### src/rtl/core/ray_box_nearest_pick_macros.svh
// Assertion macros shared by the ray box pick modules.
// Depends on nothing; included by the files that carry assertions.
`ifndef RAY_BOX_NEAREST_PICK_MACROS_SVH
`define RAY_BOX_NEAREST_PICK_MACROS_SVH

// Same-cycle implication, checked outside reset.
`define RBNP_ASSERT_NOW(label, clk, rst_n, ante, cons) \
	label: assert property (@(posedge clk) disable iff (!rst_n) (ante) |-> (cons)) \
		else $error("same-cycle check failed");

// Next-cycle implication, checked outside reset.
`define RBNP_ASSERT_NEXT(label, clk, rst_n, ante, cons) \
	label: assert property (@(posedge clk) disable iff (!rst_n) (ante) |=> (cons)) \
		else $error("next-cycle check failed");

`endif

### src/rtl/core/rbnp_pkg.sv
// Shared types and constants for the ray box nearest pick block.
// Depends on nothing; used by every module of the block.
`timescale 1ns / 1ps
package rbnp_pkg;

	localparam int FRAC_BITS_DEF = 16;
	localparam int DATA_W = 32;
	localparam int DIST_W = 31;
	localparam int ADDR_W = 5;
	// Running entry and exit hold the quotient range plus the unbounded marks.
	localparam int T_W = 42;
	localparam logic signed [T_W-1:0] T_INF = 42'sd1 <<< 40;
	localparam logic [DIST_W-1:0] DIST_MAX = '1;

	localparam logic [2:0] REG_ORIGIN_X = 3'd0;
	localparam logic [2:0] REG_ORIGIN_Y = 3'd1;
	localparam logic [2:0] REG_ORIGIN_Z = 3'd2;
	localparam logic [2:0] REG_DIR_X = 3'd3;
	localparam logic [2:0] REG_DIR_Y = 3'd4;
	localparam logic [2:0] REG_DIR_Z = 3'd5;

	typedef struct packed {
		logic [31:0] entity_handle;
		logic entity_valid;
		logic has_transform;
		logic signed [31:0] center_x;
		logic signed [31:0] center_y;
		logic signed [31:0] center_z;
		logic signed [31:0] scale_x;
		logic signed [31:0] scale_y;
		logic signed [31:0] scale_z;
		logic last_entity;
	} ent_word_t;

	typedef struct packed {
		logic hit_found;
		logic [31:0] nearest_handle;
		logic [30:0] nearest_distance;
	} res_word_t;

	typedef enum logic [2:0] {
		S_IDLE,
		S_AXIS,
		S_DIV_LO,
		S_DIV_HI,
		S_UPD,
		S_DONE
	} state_t;

	typedef struct packed {
		logic load;
		logic zero_chk;
		logic div_start;
		logic div_hi;
		logic take_lo;
		logic take_hi;
		logic upd;
		logic emit;
		logic [1:0] axis;
	} ctrl_cmd_t;

	typedef struct packed {
		logic item_valid;
		logic item_last;
		logic dir_zero;
		logic miss;
		logic div_done;
		logic out_busy;
	} ctrl_stat_t;

endpackage

### src/rtl/core/rbnp_div.sv
// Iterative signed divider for the slab quotients, one quotient bit a cycle.
// Depends on rbnp_pkg; used by rbnp_dp.
`timescale 1ns / 1ps
module rbnp_div #(
	parameter int FRAC_BITS = rbnp_pkg::FRAC_BITS_DEF
) (
	input logic clk,
	input logic arst_n,
	input logic start,
	input logic signed [34:0] num,
	input logic signed [32:0] den,
	output logic done,
	output logic signed [31:0] quot
);
	import rbnp_pkg::*;

	localparam int DW = 34 + FRAC_BITS;
	localparam int CW = $clog2(DW);

	logic running_q;
	logic done_q;
	logic neg_q;
	logic [CW-1:0] cnt_q;
	logic [32:0] rem_q;
	logic [32:0] den_q;
	logic [DW-1:0] quo_q;
	logic [34:0] num_mag;
	logic [32:0] den_mag;
	logic [33:0] trial;
	logic [33:0] diff;

	assign num_mag = num[34] ? -num : num;
	assign den_mag = den[32] ? -den : den;
	assign trial = {rem_q, quo_q[DW-1]};
	assign diff = trial - {1'b0, den_q};

	always_ff @(posedge clk or negedge arst_n) begin
		if (!arst_n) begin
			running_q <= 1'b0;
			done_q <= 1'b0;
			cnt_q <= '0;
		end else begin
			done_q <= 1'b0;
			if (start && !running_q) begin
				running_q <= 1'b1;
				cnt_q <= CW'(DW - 1);
			end else if (running_q) begin
				cnt_q <= cnt_q - 1'b1;
				if (cnt_q == '0) begin
					running_q <= 1'b0;
					done_q <= 1'b1;
				end
			end
		end
	end

	always_ff @(posedge clk) begin
		if (start && !running_q) begin
			rem_q <= '0;
			den_q <= den_mag;
			quo_q <= {num_mag[33:0], {FRAC_BITS{1'b0}}};
			neg_q <= num[34] ^ den[32];
		end else if (running_q) begin
			if (!diff[33]) begin
				rem_q <= diff[32:0];
				quo_q <= {quo_q[DW-2:0], 1'b1};
			end else begin
				rem_q <= trial[32:0];
				quo_q <= {quo_q[DW-2:0], 1'b0};
			end
		end
	end

	// Saturate the truncated quotient to the signed 32-bit range.
	always_comb begin
		if (!neg_q) begin
			if (quo_q > DW'(32'h7FFF_FFFF)) quot = 32'sh7FFF_FFFF;
			else quot = quo_q[31:0];
		end else begin
			if (quo_q > DW'(33'h0_8000_0000)) quot = 32'sh8000_0000;
			else quot = -quo_q[31:0];
		end
	end

	assign done = done_q;

endmodule

### src/rtl/core/rbnp_dp.sv
// Datapath: ray registers, item capture, box bounds, slab interval and best hit.
// Depends on rbnp_pkg, rbnp_div and the assertion macro header.
`timescale 1ns / 1ps
`include "ray_box_nearest_pick_macros.svh"
module rbnp_dp #(
	parameter int FRAC_BITS = rbnp_pkg::FRAC_BITS_DEF
) (
	input logic clk,
	input logic arst_n,
	input logic psel,
	input logic penable,
	input logic pwrite,
	input logic [rbnp_pkg::ADDR_W-1:0] paddr,
	input logic [31:0] pwdata,
	output logic [31:0] prdata,
	input rbnp_pkg::ent_word_t ent_word,
	output logic res_valid,
	input logic res_stall,
	output rbnp_pkg::res_word_t res_word,
	input rbnp_pkg::ctrl_cmd_t cmd,
	output rbnp_pkg::ctrl_stat_t stat
);
	import rbnp_pkg::*;

	logic signed [31:0] org_q [3];
	logic signed [31:0] dir_q [3];
	ent_word_t item_q;
	logic signed [T_W-1:0] tmin_q;
	logic signed [T_W-1:0] tmax_q;
	logic signed [31:0] t_lo_q;
	logic miss_q;
	logic [DIST_W-1:0] best_q;
	logic [31:0] best_handle_q;
	logic any_hit_q;
	logic res_valid_q;
	res_word_t res_q;

	logic [2:0] reg_idx;
	logic signed [31:0] c_sel, s_sel, o_sel, d_sel;
	logic signed [33:0] c2, e2, lo2, hi2, o2;
	logic signed [34:0] num;
	logic signed [32:0] den;
	logic div_done;
	logic signed [31:0] quot;
	logic signed [T_W-1:0] t1, t2, tmin_n, tmax_n, hit_t;
	logic hit, better;

	assign reg_idx = paddr[4:2];

	always_ff @(posedge clk or negedge arst_n) begin
		if (!arst_n) begin
			for (int i = 0; i < 3; i++) begin
				org_q[i] <= '0;
				dir_q[i] <= '0;
			end
		end else if (psel && penable && pwrite) begin
			unique case (reg_idx)
				REG_ORIGIN_X: org_q[0] <= pwdata;
				REG_ORIGIN_Y: org_q[1] <= pwdata;
				REG_ORIGIN_Z: org_q[2] <= pwdata;
				REG_DIR_X: dir_q[0] <= pwdata;
				REG_DIR_Y: dir_q[1] <= pwdata;
				REG_DIR_Z: dir_q[2] <= pwdata;
				default: ;
			endcase
		end
	end

	always_comb begin
		unique case (reg_idx)
			REG_ORIGIN_X: prdata = org_q[0];
			REG_ORIGIN_Y: prdata = org_q[1];
			REG_ORIGIN_Z: prdata = org_q[2];
			REG_DIR_X: prdata = dir_q[0];
			REG_DIR_Y: prdata = dir_q[1];
			REG_DIR_Z: prdata = dir_q[2];
			default: prdata = '0;
		endcase
	end

	always_comb begin
		case (cmd.axis)
			2'd0: begin
				c_sel = item_q.center_x;
				s_sel = item_q.scale_x;
				o_sel = org_q[0];
				d_sel = dir_q[0];
			end
			2'd1: begin
				c_sel = item_q.center_y;
				s_sel = item_q.scale_y;
				o_sel = org_q[1];
				d_sel = dir_q[1];
			end
			default: begin
				c_sel = item_q.center_z;
				s_sel = item_q.scale_z;
				o_sel = org_q[2];
				d_sel = dir_q[2];
			end
		endcase
	end

	// Bounds are kept at twice their value so that the half extent stays exact.
	always_comb begin
		if (item_q.has_transform) begin
			c2 = {{1{c_sel[31]}}, c_sel, 1'b0};
			e2 = s_sel[31] ? -{{2{s_sel[31]}}, s_sel} : {{2{s_sel[31]}}, s_sel};
		end else begin
			c2 = '0;
			e2 = 34'sd1 <<< FRAC_BITS;
		end
		lo2 = c2 - e2;
		hi2 = c2 + e2;
		o2 = {{1{o_sel[31]}}, o_sel, 1'b0};
		num = cmd.div_hi ? ({hi2[33], hi2} - {o2[33], o2}) : ({lo2[33], lo2} - {o2[33], o2});
		den = {d_sel, 1'b0};
	end

	rbnp_div #(
		.FRAC_BITS(FRAC_BITS)
	) u_div (
		.clk(clk),
		.arst_n(arst_n),
		.start(cmd.div_start),
		.num(num),
		.den(den),
		.done(div_done),
		.quot(quot)
	);

	always_comb begin
		t1 = T_W'(t_lo_q);
		t2 = T_W'(quot);
		if (t1 > t2) begin
			t1 = T_W'(quot);
			t2 = T_W'(t_lo_q);
		end
		tmin_n = (t1 > tmin_q) ? t1 : tmin_q;
		tmax_n = (t2 < tmax_q) ? t2 : tmax_q;
		hit = !miss_q && (tmax_q >= 0);
		hit_t = (tmin_q >= 0) ? tmin_q : tmax_q;
		better = hit && (hit_t < $signed({{(T_W-DIST_W){1'b0}}, best_q}));
	end

	always_ff @(posedge clk) begin
		if (cmd.load) item_q <= ent_word;
		if (cmd.take_lo) t_lo_q <= quot;
	end

	always_ff @(posedge clk or negedge arst_n) begin
		if (!arst_n) begin
			tmin_q <= -T_INF;
			tmax_q <= T_INF;
			miss_q <= 1'b0;
			best_q <= DIST_MAX;
			best_handle_q <= '0;
			any_hit_q <= 1'b0;
			res_valid_q <= 1'b0;
			res_q <= '0;
		end else begin
			if (cmd.load) begin
				tmin_q <= -T_INF;
				tmax_q <= T_INF;
				miss_q <= 1'b0;
			end
			if (cmd.zero_chk && (o2 < lo2 || o2 > hi2)) miss_q <= 1'b1;
			if (cmd.take_hi) begin
				tmin_q <= tmin_n;
				tmax_q <= tmax_n;
				if (tmin_n > tmax_n) miss_q <= 1'b1;
			end
			if (cmd.upd && better) begin
				best_q <= hit_t[DIST_W-1:0];
				best_handle_q <= item_q.entity_handle;
				any_hit_q <= 1'b1;
			end
			if (cmd.emit) begin
				res_valid_q <= 1'b1;
				res_q.hit_found <= any_hit_q;
				res_q.nearest_handle <= best_handle_q;
				res_q.nearest_distance <= best_q;
				best_q <= DIST_MAX;
				best_handle_q <= '0;
				any_hit_q <= 1'b0;
			end else if (res_valid_q && !res_stall) begin
				res_valid_q <= 1'b0;
			end
		end
	end

	assign res_valid = res_valid_q;
	assign res_word = res_q;

	always_comb begin
		stat.item_valid = item_q.entity_valid;
		stat.item_last = item_q.last_entity;
		stat.dir_zero = (d_sel == '0);
		stat.miss = miss_q;
		stat.div_done = div_done;
		stat.out_busy = res_valid_q && res_stall;
	end

	`RBNP_ASSERT_NEXT(a_emit_shows, clk, arst_n, cmd.emit, res_valid)
	`RBNP_ASSERT_NEXT(a_emit_clears, clk, arst_n, cmd.emit, best_q == DIST_MAX && !any_hit_q)
	`RBNP_ASSERT_NOW(a_hit_nearer, clk, arst_n, any_hit_q, best_q != DIST_MAX)
	`RBNP_ASSERT_NOW(a_emit_free, clk, arst_n, cmd.emit, !(res_valid_q && res_stall))

endmodule

### src/rtl/core/rbnp_ctrl.sv
// Controller: sequences capture, per-axis slab divisions, update and result.
// Depends on rbnp_pkg; drives rbnp_dp through command and status structs.
`timescale 1ns / 1ps
module rbnp_ctrl (
	input logic clk,
	input logic arst_n,
	input logic ent_valid,
	output logic ent_stall,
	input rbnp_pkg::ctrl_stat_t stat,
	output rbnp_pkg::ctrl_cmd_t cmd
);
	import rbnp_pkg::*;

	state_t state_q, state_n;
	logic [1:0] axis_q, axis_n;

	always_ff @(posedge clk or negedge arst_n) begin
		if (!arst_n) begin
			state_q <= S_IDLE;
			axis_q <= '0;
		end else begin
			state_q <= state_n;
			axis_q <= axis_n;
		end
	end

	always_comb begin
		state_n = state_q;
		axis_n = axis_q;
		cmd = '0;
		cmd.axis = axis_q;
		ent_stall = 1'b1;
		unique case (state_q)
			S_IDLE: begin
				ent_stall = 1'b0;
				if (ent_valid) begin
					cmd.load = 1'b1;
					axis_n = '0;
					state_n = S_AXIS;
				end
			end
			S_AXIS: begin
				if (!stat.item_valid) state_n = S_DONE;
				else if (stat.miss || axis_q == 2'd3) state_n = S_UPD;
				else if (stat.dir_zero) begin
					cmd.zero_chk = 1'b1;
					axis_n = axis_q + 1'b1;
				end else begin
					cmd.div_start = 1'b1;
					state_n = S_DIV_LO;
				end
			end
			S_DIV_LO: begin
				if (stat.div_done) begin
					cmd.take_lo = 1'b1;
					cmd.div_start = 1'b1;
					cmd.div_hi = 1'b1;
					state_n = S_DIV_HI;
				end
			end
			S_DIV_HI: begin
				if (stat.div_done) begin
					cmd.take_hi = 1'b1;
					axis_n = axis_q + 1'b1;
					state_n = S_AXIS;
				end
			end
			S_UPD: begin
				cmd.upd = 1'b1;
				state_n = S_DONE;
			end
			S_DONE: begin
				if (!stat.item_last) state_n = S_IDLE;
				else if (!stat.out_busy) begin
					cmd.emit = 1'b1;
					state_n = S_IDLE;
				end
			end
			default: state_n = S_IDLE;
		endcase
	end

endmodule

### src/rtl/core/ray_box_nearest_pick.sv
// Ray pick over a stream of entity boxes: keeps the nearest slab-test hit.
// Usage: write the ray origin and direction (Q16.16) over the APB port while idle,
// then send entity words on ent_valid/ent_stall. Each valid word is turned into
// an axis-aligned box and slab-tested against the ray; the strictly nearest hit
// is kept. The word marked last_entity produces one result word on
// res_valid/res_stall (found flag, handle, distance) and clears the running best.
// Throughput: one word at a time; ent_stall is low only in the idle state. A
// valid word is tested axis by axis: an axis with a zero direction gets a bounds
// check, an axis with a nonzero one runs the shared one-bit-a-cycle divider
// twice, for the low and the high slab plane. An axis that misses ends the test
// early. A skipped word skips the axis tests and goes to the done state.
// A result word is loaded into an output register from the done state after the
// last word's test completes; new entity words are accepted while it waits.
// If a further last word finishes while that result is still stalled, the block
// holds until the receiver takes it.
// Reset clears the ray registers to zero, the best hit to "none" and the channels.
`timescale 1ns / 1ps
module ray_box_nearest_pick #(
	parameter int FRAC_BITS = rbnp_pkg::FRAC_BITS_DEF
) (
	input logic clk,
	input logic arst_n,
	input logic psel,
	input logic penable,
	input logic pwrite,
	input logic [rbnp_pkg::ADDR_W-1:0] paddr,
	input logic [31:0] pwdata,
	output logic [31:0] prdata,
	output logic pready,
	input logic ent_valid,
	output logic ent_stall,
	input rbnp_pkg::ent_word_t ent_word,
	output logic res_valid,
	input logic res_stall,
	output rbnp_pkg::res_word_t res_word
);
	import rbnp_pkg::*;

	ctrl_cmd_t cmd;
	ctrl_stat_t stat;

	assign pready = 1'b1;

	rbnp_ctrl u_ctrl (
		.clk(clk),
		.arst_n(arst_n),
		.ent_valid(ent_valid),
		.ent_stall(ent_stall),
		.stat(stat),
		.cmd(cmd)
	);

	rbnp_dp #(
		.FRAC_BITS(FRAC_BITS)
	) u_dp (
		.clk(clk),
		.arst_n(arst_n),
		.psel(psel),
		.penable(penable),
		.pwrite(pwrite),
		.paddr(paddr),
		.pwdata(pwdata),
		.prdata(prdata),
		.ent_word(ent_word),
		.res_valid(res_valid),
		.res_stall(res_stall),
		.res_word(res_word),
		.cmd(cmd),
		.stat(stat)
	);

endmodule

### config.mk
export PLATFORM = sky130hd
export DESIGN_NAME = ray_box_nearest_pick
export DESIGN_NICKNAME = d
export VERILOG_FILES = /design/src/rtl/core/rbnp_pkg.sv /design/src/rtl/core/rbnp_div.sv /design/src/rtl/core/rbnp_dp.sv /design/src/rtl/core/rbnp_ctrl.sv /design/src/rtl/core/ray_box_nearest_pick.sv
export VERILOG_INCLUDE_DIRS = /design/src /design/src/rtl/core
export SDC_FILE = /design/constraint.sdc
export NUM_CORES = 2
export LEC_CHECK = 0
export ABC_AREA = 1
export BUFFER_PORTS_ARGS = -buffer_cell sky130_fd_sc_hd__buf_2
export CORE_UTILIZATION = 35
export CTS_CLUSTER_SIZE = 16
export DETAILED_ROUTE_END_ITERATION = 10
export HOLD_SLACK_MARGIN = 0.06
export PLACE_DENSITY = 0.57
export SETUP_SLACK_MARGIN = 0.05
export SLEW_MARGIN = 20
export SYNTH_ARGS = -nofsm -noshare
export SYNTH_HDL_FRONTEND = slang
export SYNTH_SLANG_ARGS = --single-unit
### constraint.sdc
create_clock -name clk -period 8.45 [get_ports clk]
set_input_delay 0 -clock clk [delete_from_list [all_inputs] [get_ports clk]]
set_output_delay 0 -clock clk [all_outputs]
set_load 0.02 [all_outputs]
==> Word-level counts from Yosys, hierarchy flattened <==
Cells that the tools add are included.
{ "op_classes": {"add_sub_neg": 11, "magnitude_cmp": 11, "n_eq_ne": 20, "n_mux": 79, "bitwise_logic": 1, "n_reduce_logical": 32} }
{ "op_table": {"columns": ["cell", "count"], "rows": [
  ["42-bit two-way mux", 9],
  ["32-bit one-hot mux with 2 select lines", 4],
  ["32-bit two-way mux", 6],
  ["32-bit one-hot mux with 6 select lines", 1],
  ["34-bit two-way mux", 4],
  ["50-bit two-way mux", 2],
  ["42-bit by 1-bit >= comparator with 1-bit output, second input constant", 2],
  ["42-bit > comparator", 2],
  ["34-bit by 33-bit subtractor with 35-bit output", 2],
  ["34-bit negation", 2],
  ["31-bit two-way mux", 2],
  ["50-bit by 31-bit > comparator with 1-bit output, second input constant", 1],
  ["50-bit by 32-bit > comparator with 1-bit output, second input constant", 1],
  ["42-bit by 32-bit less-than comparator with 1-bit output", 1],
  ["42-bit less-than comparator", 1],
  ["35-bit two-way mux", 1],
  ["34-bit adder", 1],
  ["33-bit by 34-bit > comparator with 1-bit output", 1],
  ["33-bit by 34-bit less-than comparator with 1-bit output", 1],
  ["34-bit by 33-bit subtractor with 34-bit output", 1],
  ["34-bit subtractor", 1],
  ["33-bit two-way mux", 1],
  ["33-bit negation", 1],
  ["32-bit > comparator", 1],
  ["32 further kinds", 105]
]} }
{ "totals": {"reg_bits": 795, "in_bits": 271, "output_inout_bits": 99, "word_cells": 192} }

==> Logic depth before layout (Yosys ltp) <==
{ "logic_depth": {"depth_word": 12, "mapped_depth": 57, "depth_no_buf": 54} }

==> By module <==
A second synthesis with hierarchy kept.
{ "unflattened": {"hier_cells": 6345, "area_unflattened_um2": 50309.5} }
{ "by_module_without_submodules": {"columns": ["mod", "instances", "cells_per_inst", "area_per_inst_um2", "seq_area_each_um2"], "rows": [
  ["rbnp_dp", 1, 4621, 39296.4, 17979.7],
  ["rbnp_div", 1, 1647, 10533.9, 3223.1],
  ["rbnp_ctrl", 1, 75, 467.9, 125.1],
  ["ray_box_nearest_pick", 1, 2, 11.3, 0.0]
]} }

==> Worst setup path before layout <==
OpenSTA, ideal clock, no wires.
{ "synth_path": {"kind": "register to register", "start": "register u_dp.u_div.quo_q[0]", "end": "register u_dp.miss_q", "setup_time_ns": 0.123, "arrival_time_ns": 6.970, "required_ns": 8.327, "path_slack_ns": 1.358, "path_stages_with_launch": 54, "path_buffers": 4, "period_less_slack_ns": 7.092, "cell_sequence": "dfxtp_1 inv_1 ha_1 nand3_1 nor3_4 nand2_2 nor2_1 nand3_1 nand2_1 inv_2 nor2_8 inv_2 buf_6 o22ai_2 inv_1 ha_1 nand2_1 nor3_1 [... 18 more ...] nand3_1 nand2_1 nand2_1 nor2_2 inv_1 or2_1 buf_6 o21ai_2 inv_1 ha_1 nand2_1 or4_1 nor3_1 nand3_1 o211ai_1 xnor2_1 a31oi_1 nand2_1"} }
{ "synth_via": {"elab_chain_len": 10, "elab_cells_between_ends": 16, "cone_classes": "1 x add/sub; 6 x order compare; 9 x mux"} }
{ "synth_rtl": {"columns": ["item", "line", "text"], "rows": [
  ["start, declared", "rbnp_div.sv:26", "logic [DW-1:0] quo_q;"],
  ["start signal, assigned", "rbnp_div.sv:61", "quo_q <= {num_mag[33:0], {FRAC_BITS{1'b0}}};"],
  ["start signal, assigned", "rbnp_div.sv:66", "quo_q <= {quo_q[DW-2:0], 1'b1};"],
  ["start signal, assigned", "rbnp_div.sv:69", "quo_q <= {quo_q[DW-2:0], 1'b0};"],
  ["50-bit by 31-bit > comparator with 1-bit output, or another cell as far along", "rbnp_div.sv:77", "if (quo_q > DW'(32'h7FFF_FFFF)) quot = 32'sh7FFF_FFFF;"],
  ["32-bit two-way mux (on tied branches)", "rbnp_div.sv:77, rbnp_div.sv:80", null],
  ["32-bit two-way mux (*)", "rbnp_div.sv:76", "if (!neg_q) begin"],
  ["net u_dp.quot[13]", "rbnp_dp.sv:44", "logic signed [31:0] quot;"],
  ["32-bit > comparator", "rbnp_dp.sv:135", "if (t1 > t2) begin"],
  ["42-bit two-way mux", "rbnp_dp.sv:135", null],
  ["42-bit > comparator or 42-bit less-than comparator (tied branches)", "rbnp_dp.sv:139, rbnp_dp.sv:140", null],
  ["42-bit two-way mux (on tied branches)", "rbnp_dp.sv:139, rbnp_dp.sv:140", null],
  ["42-bit > comparator (*)", "rbnp_dp.sv:171", "if (tmin_n > tmax_n) miss_q <= 1'b1;"],
  ["1-bit two-way mux (*)", "rbnp_dp.sv:171", null],
  ["1-bit two-way mux (*)", "rbnp_dp.sv:168", "if (cmd.take_hi) begin"],
  ["end signal, assigned", "rbnp_dp.sv:165", "miss_q <= 1'b0;"],
  ["end signal, assigned", "rbnp_dp.sv:167", "if (cmd.zero_chk && (o2 < lo2 || o2 > hi2)) miss_q <= 1'b1;"],
  ["end signal, assigned", "rbnp_dp.sv:171", null],
  ["end, declared", "rbnp_dp.sv:31", "logic miss_q;"]
]} }
The timed path passes the listed nets; every way through them passes the cells marked *.
A chain may end at the register's enable or synchronous reset.

==> Worst setup path after layout <==
{ "layout_path": {"start": "register u_dp.u_div.quo_q[1]", "end": "register u_dp.miss_q"} }
{ "layout_via": {"elab_chain_len": 10, "elab_cells_between_ends": 16, "cone_classes": "1 x add/sub; 6 x order compare; 9 x mux"} }
{ "layout_rtl": {"columns": ["item", "line"], "rows": [
  ["50-bit by 31-bit > comparator with 1-bit output, or another cell as far along", "rbnp_div.sv:77"],
  ["32-bit two-way mux (on tied branches)", "rbnp_div.sv:77, rbnp_div.sv:80"],
  ["32-bit two-way mux (*)", "rbnp_div.sv:76"],
  ["32-bit > comparator", "rbnp_dp.sv:135"],
  ["42-bit two-way mux", "rbnp_dp.sv:135"],
  ["42-bit > comparator or 42-bit less-than comparator (tied branches)", "rbnp_dp.sv:139, rbnp_dp.sv:140"],
  ["42-bit two-way mux (on tied branches)", "rbnp_dp.sv:139, rbnp_dp.sv:140"],
  ["42-bit > comparator (*)", "rbnp_dp.sv:171"],
  ["1-bit two-way mux (*)", "rbnp_dp.sv:171"],
  ["1-bit two-way mux (*)", "rbnp_dp.sv:168"]
]} }
Every way passes the cells marked *; elsewhere a longest branch is shown, timed or not.

==> out/qor.csv <==
metric,value,unit
worst reg2reg path depth,46,
Post-synth EDFFs,326,
Num CTS Buffers,93,
R2R Setup Slk,0.55,ns
Tightest Pin Transition,1.168,ns
RSZ-0062 raised after global routing,yes,
Chip Width,387.1,um
HPWL Detailed,121.8,mm
first-pass GRT wire length,266.2,mm
vias in the first global route,47190,
drt first-iter violations,3183,
share of layout cells above drive strength 1,11.94,%
"flops & latches, synth",794,
# H-tree levels,3,
routed wire length,172.5,mm
worst min path class,input port to flop,
"Cell Area, Synth",51910,um^2
routed vias,48110,
die area,149800,um^2
Critical Path Max Stage Delay,0.42,ns
worst hold start,pwdata[13],
setup TNS,0,ns
Slew Limit Headroom,22.11,%
critical path class,flop to flop,
CP dominant cell by count,nand2_1,
ys async rst share,52.77,%
clk_lat worst skew,0.73,ns
layout net count,8104,
Syn. warnings,0,
crit path capture type,flop,
clock sink count,794,
number of vias per cell,5.081,
Die H,387.1,um
Clock transition at path regs,0.06,ns
IO buf count,366,
slowest CP cell,or3_1,
final hold violations,0,
Residual DRC,0,
hold depth,4,
Critical Path Start,u_dp.u_div.quo_q[1]$_SDFFE_PP0P_,
CP arrival,8.49,ns
DRT Pass-1 Iters,6,
CP required,9.04,ns
Antenna Nets Post-Route,0,
gr usage total,22.32,%
outcome,completed,
minimum clock period,7.899,ns
max-cap viol count,0,
RR Startpoint,u_dp.u_div.quo_q[1]$_SDFFE_PP0P_,
Syn Inst Count,6634,
Root Driver,clkbuf_16,
register area share after synthesis,41.03,%
fin. max-slew vios,0,
initial antenna violation count,10,
worst setup path end,u_dp.miss_q$_DFF_PN0_,
final setup fails,0,
row count,140,
Startpoint Class,flop,
gr ovfl total,0,
Ports,370,
Yosys cell types,83,
Tcrit/Tclk final,93.48,%
TritonCTS clock tree,done,
CP Max Fanout,29,
initial core utilization,35.45,%
RR Endpoint,u_dp.miss_q$_DFF_PN0_,
Syn Area/Cell,7.824,um^2
fmax,0.1266,GHz
CTS max path bufs,3,
Area Overhead vs Synth,24.40,%
largest net degree at the start of global routing,145,
clock skew,0.06300,ns
DR WL/cell,18.21,um
routability cong.,0.8987,
Main synth FF type,dfrtp_1,
core area,146400,um^2
-- registers in the layout, summed over array words and instances (netlist names), 2 cells and up --
signal,cells
u_dp.tmin_q,42
u_dp.best_handle_q,32
u_dp.tmax_q,42
u_dp.res_word,64
u_dp.stat,2
u_dp.item_q,225
u_dp.t_lo_q,32
u_dp.dir_q,96
u_ctrl.state_q,3
u_dp.best_q,31
u_dp.u_div.quo_q,50
u_dp.u_div.cnt_q,6
u_ctrl.axis_q,2
u_dp.u_div.den_q,32
u_dp.org_q,96
u_dp.u_div.rem_q,33
-- logic make-up after synthesis --
group	synth area share [%]
and+or+nand+nor	20.77
DFF	41.03
other	0.01447
buffers and inverters	8.856
xor gates and xnor gates	2.801
adders and majority gates	8.856
AOI/OAI and AO/OA	17.67
-- metal layers --
layer,up-vias,global-route usage [%],wire [um]
li1,23790,-,-
met1,22520,28.71,74650
met2,1507,37.64,80830
met3,293,2.756,9201
met4,2,9.567,7747
met5,-,0,15
-- cell usage after synthesis, types with 49 or more instances --
cell | count | area share (%)
a31oi_1 | 54 | 0.65
nor2_1 | 416 | 3.0
o211ai_1 | 63 | 0.91
edfxtp_1 | 326 | 19
a21oi_1 | 388 | 3.7
nor3_1 | 52 | 0.50
o22ai_1 | 55 | 0.66
o21ai_1 | 74 | 0.71
o21ai_0 | 670 | 6.5
clkbuf_1 | 161 | 1.2
nand2_1 | 1676 | 12
dfrtp_1 | 385 | 19
nand4_1 | 74 | 0.89
dfxtp_1 | 49 | 1.9
ha_1 | 361 | 8.7
xor2_1 | 132 | 2.2
nand3_1 | 216 | 2.1
inv_1 | 896 | 6.5
-- metrics by stage --
| step | hold slack (ns) | cells | area [um^2] | utilization (%) | worst slack, ns |
|---|---|---|---|---|---|
| floorplan | -0.2956 | 6635 | 51910 | - | 1.358 |
| global placement | 0.1187 | 8777 | 55970 | 38.22 | 0.1556 |
| detailed placement | 0.1172 | 8777 | 55970 | 38.22 | 0.1519 |
| CTS | 0.06153 | 9454 | 64200 | 43.84 | 0.1438 |
| global route | 0.08757 | 9470 | 64570 | 44.09 | 0.02249 |
| finish | 0.09902 | 9470 | 64570 | 44.09 | 0.5509 |
-- worst min-delay path by stage --
| stage | endpoint | slack (ns) |
|---|---|---|
| CTS | u_dp.org_q[86]$_DFFE_PN0P_ | 0.06 |
| finish | u_dp.org_q[77]$_DFFE_PN0P_ | 0.1 |
| global route | u_dp.org_q[86]$_DFFE_PN0P_ | 0.09 |
| global placement | u_dp.best_handle_q[18]$_DFFE_PN0P_ | 0.12 |
| floorplan | u_ctrl.axis_q[0]$_DFFE_PN0P_ | -0.30 |
| detailed placement | u_dp.best_handle_q[16]$_DFFE_PN0P_ | 0.12 |
-- repair_timing --
item	in CTS	in global routing
hold endpoints to repair	586	0
resized for setup	0	67
hold buffers	505	0
setup buffers	0	5
setup endpoints to repair	0	29
-- worst max-delay path: cells and delay by family (launching register included) --
| kind | cells | cell delay [ns] |
|---|---|---|
| fa+ha+maj | 4 | 1.19 |
| xor+xnor | 1 | 0.15 |
| simple gates | 21 | 3.03 |
| flops | 1 | 0.32 |
| buf+inv | 8 | 1.25 |
| compound gates | 12 | 1.84 |
-- cell usage in the layout, fill, tap and decap left out, types with 55 or more instances in the layout --
| cell type | instances |
|---|---|
| dfrtp_1 | 384 |
| o21ai_0 | 664 |
| inv_1 | 889 |
| nand4_1 | 74 |
| nor2_1 | 409 |
| buf_2 | 365 |
| buf_4 | 98 |
| o22ai_1 | 55 |
| nand3_1 | 214 |
| o211ai_1 | 63 |
| xor2_1 | 132 |
| ha_1 | 356 |
| a21oi_1 | 383 |
| clkbuf_16 | 97 |
| dlygate4sd3_1 | 504 |
| o21ai_1 | 76 |
| nand2_1 | 1668 |
| edfxtp_1 | 326 |
-- area by class of cell --
cell class,instances,area [um^2]
clock inverter,50,575.6
fill,14340,81870
antenna,8,20.02
multi-input combinational,4671,26330
tap,1917,2399
timing repair buffer,982,7871
clock buffer,122,2579
inverter,926,3496
sequential,794,21300
Power is not shown: default switching activity piles up to over one toggle a cycle in this logic, so the estimate is an artifact.
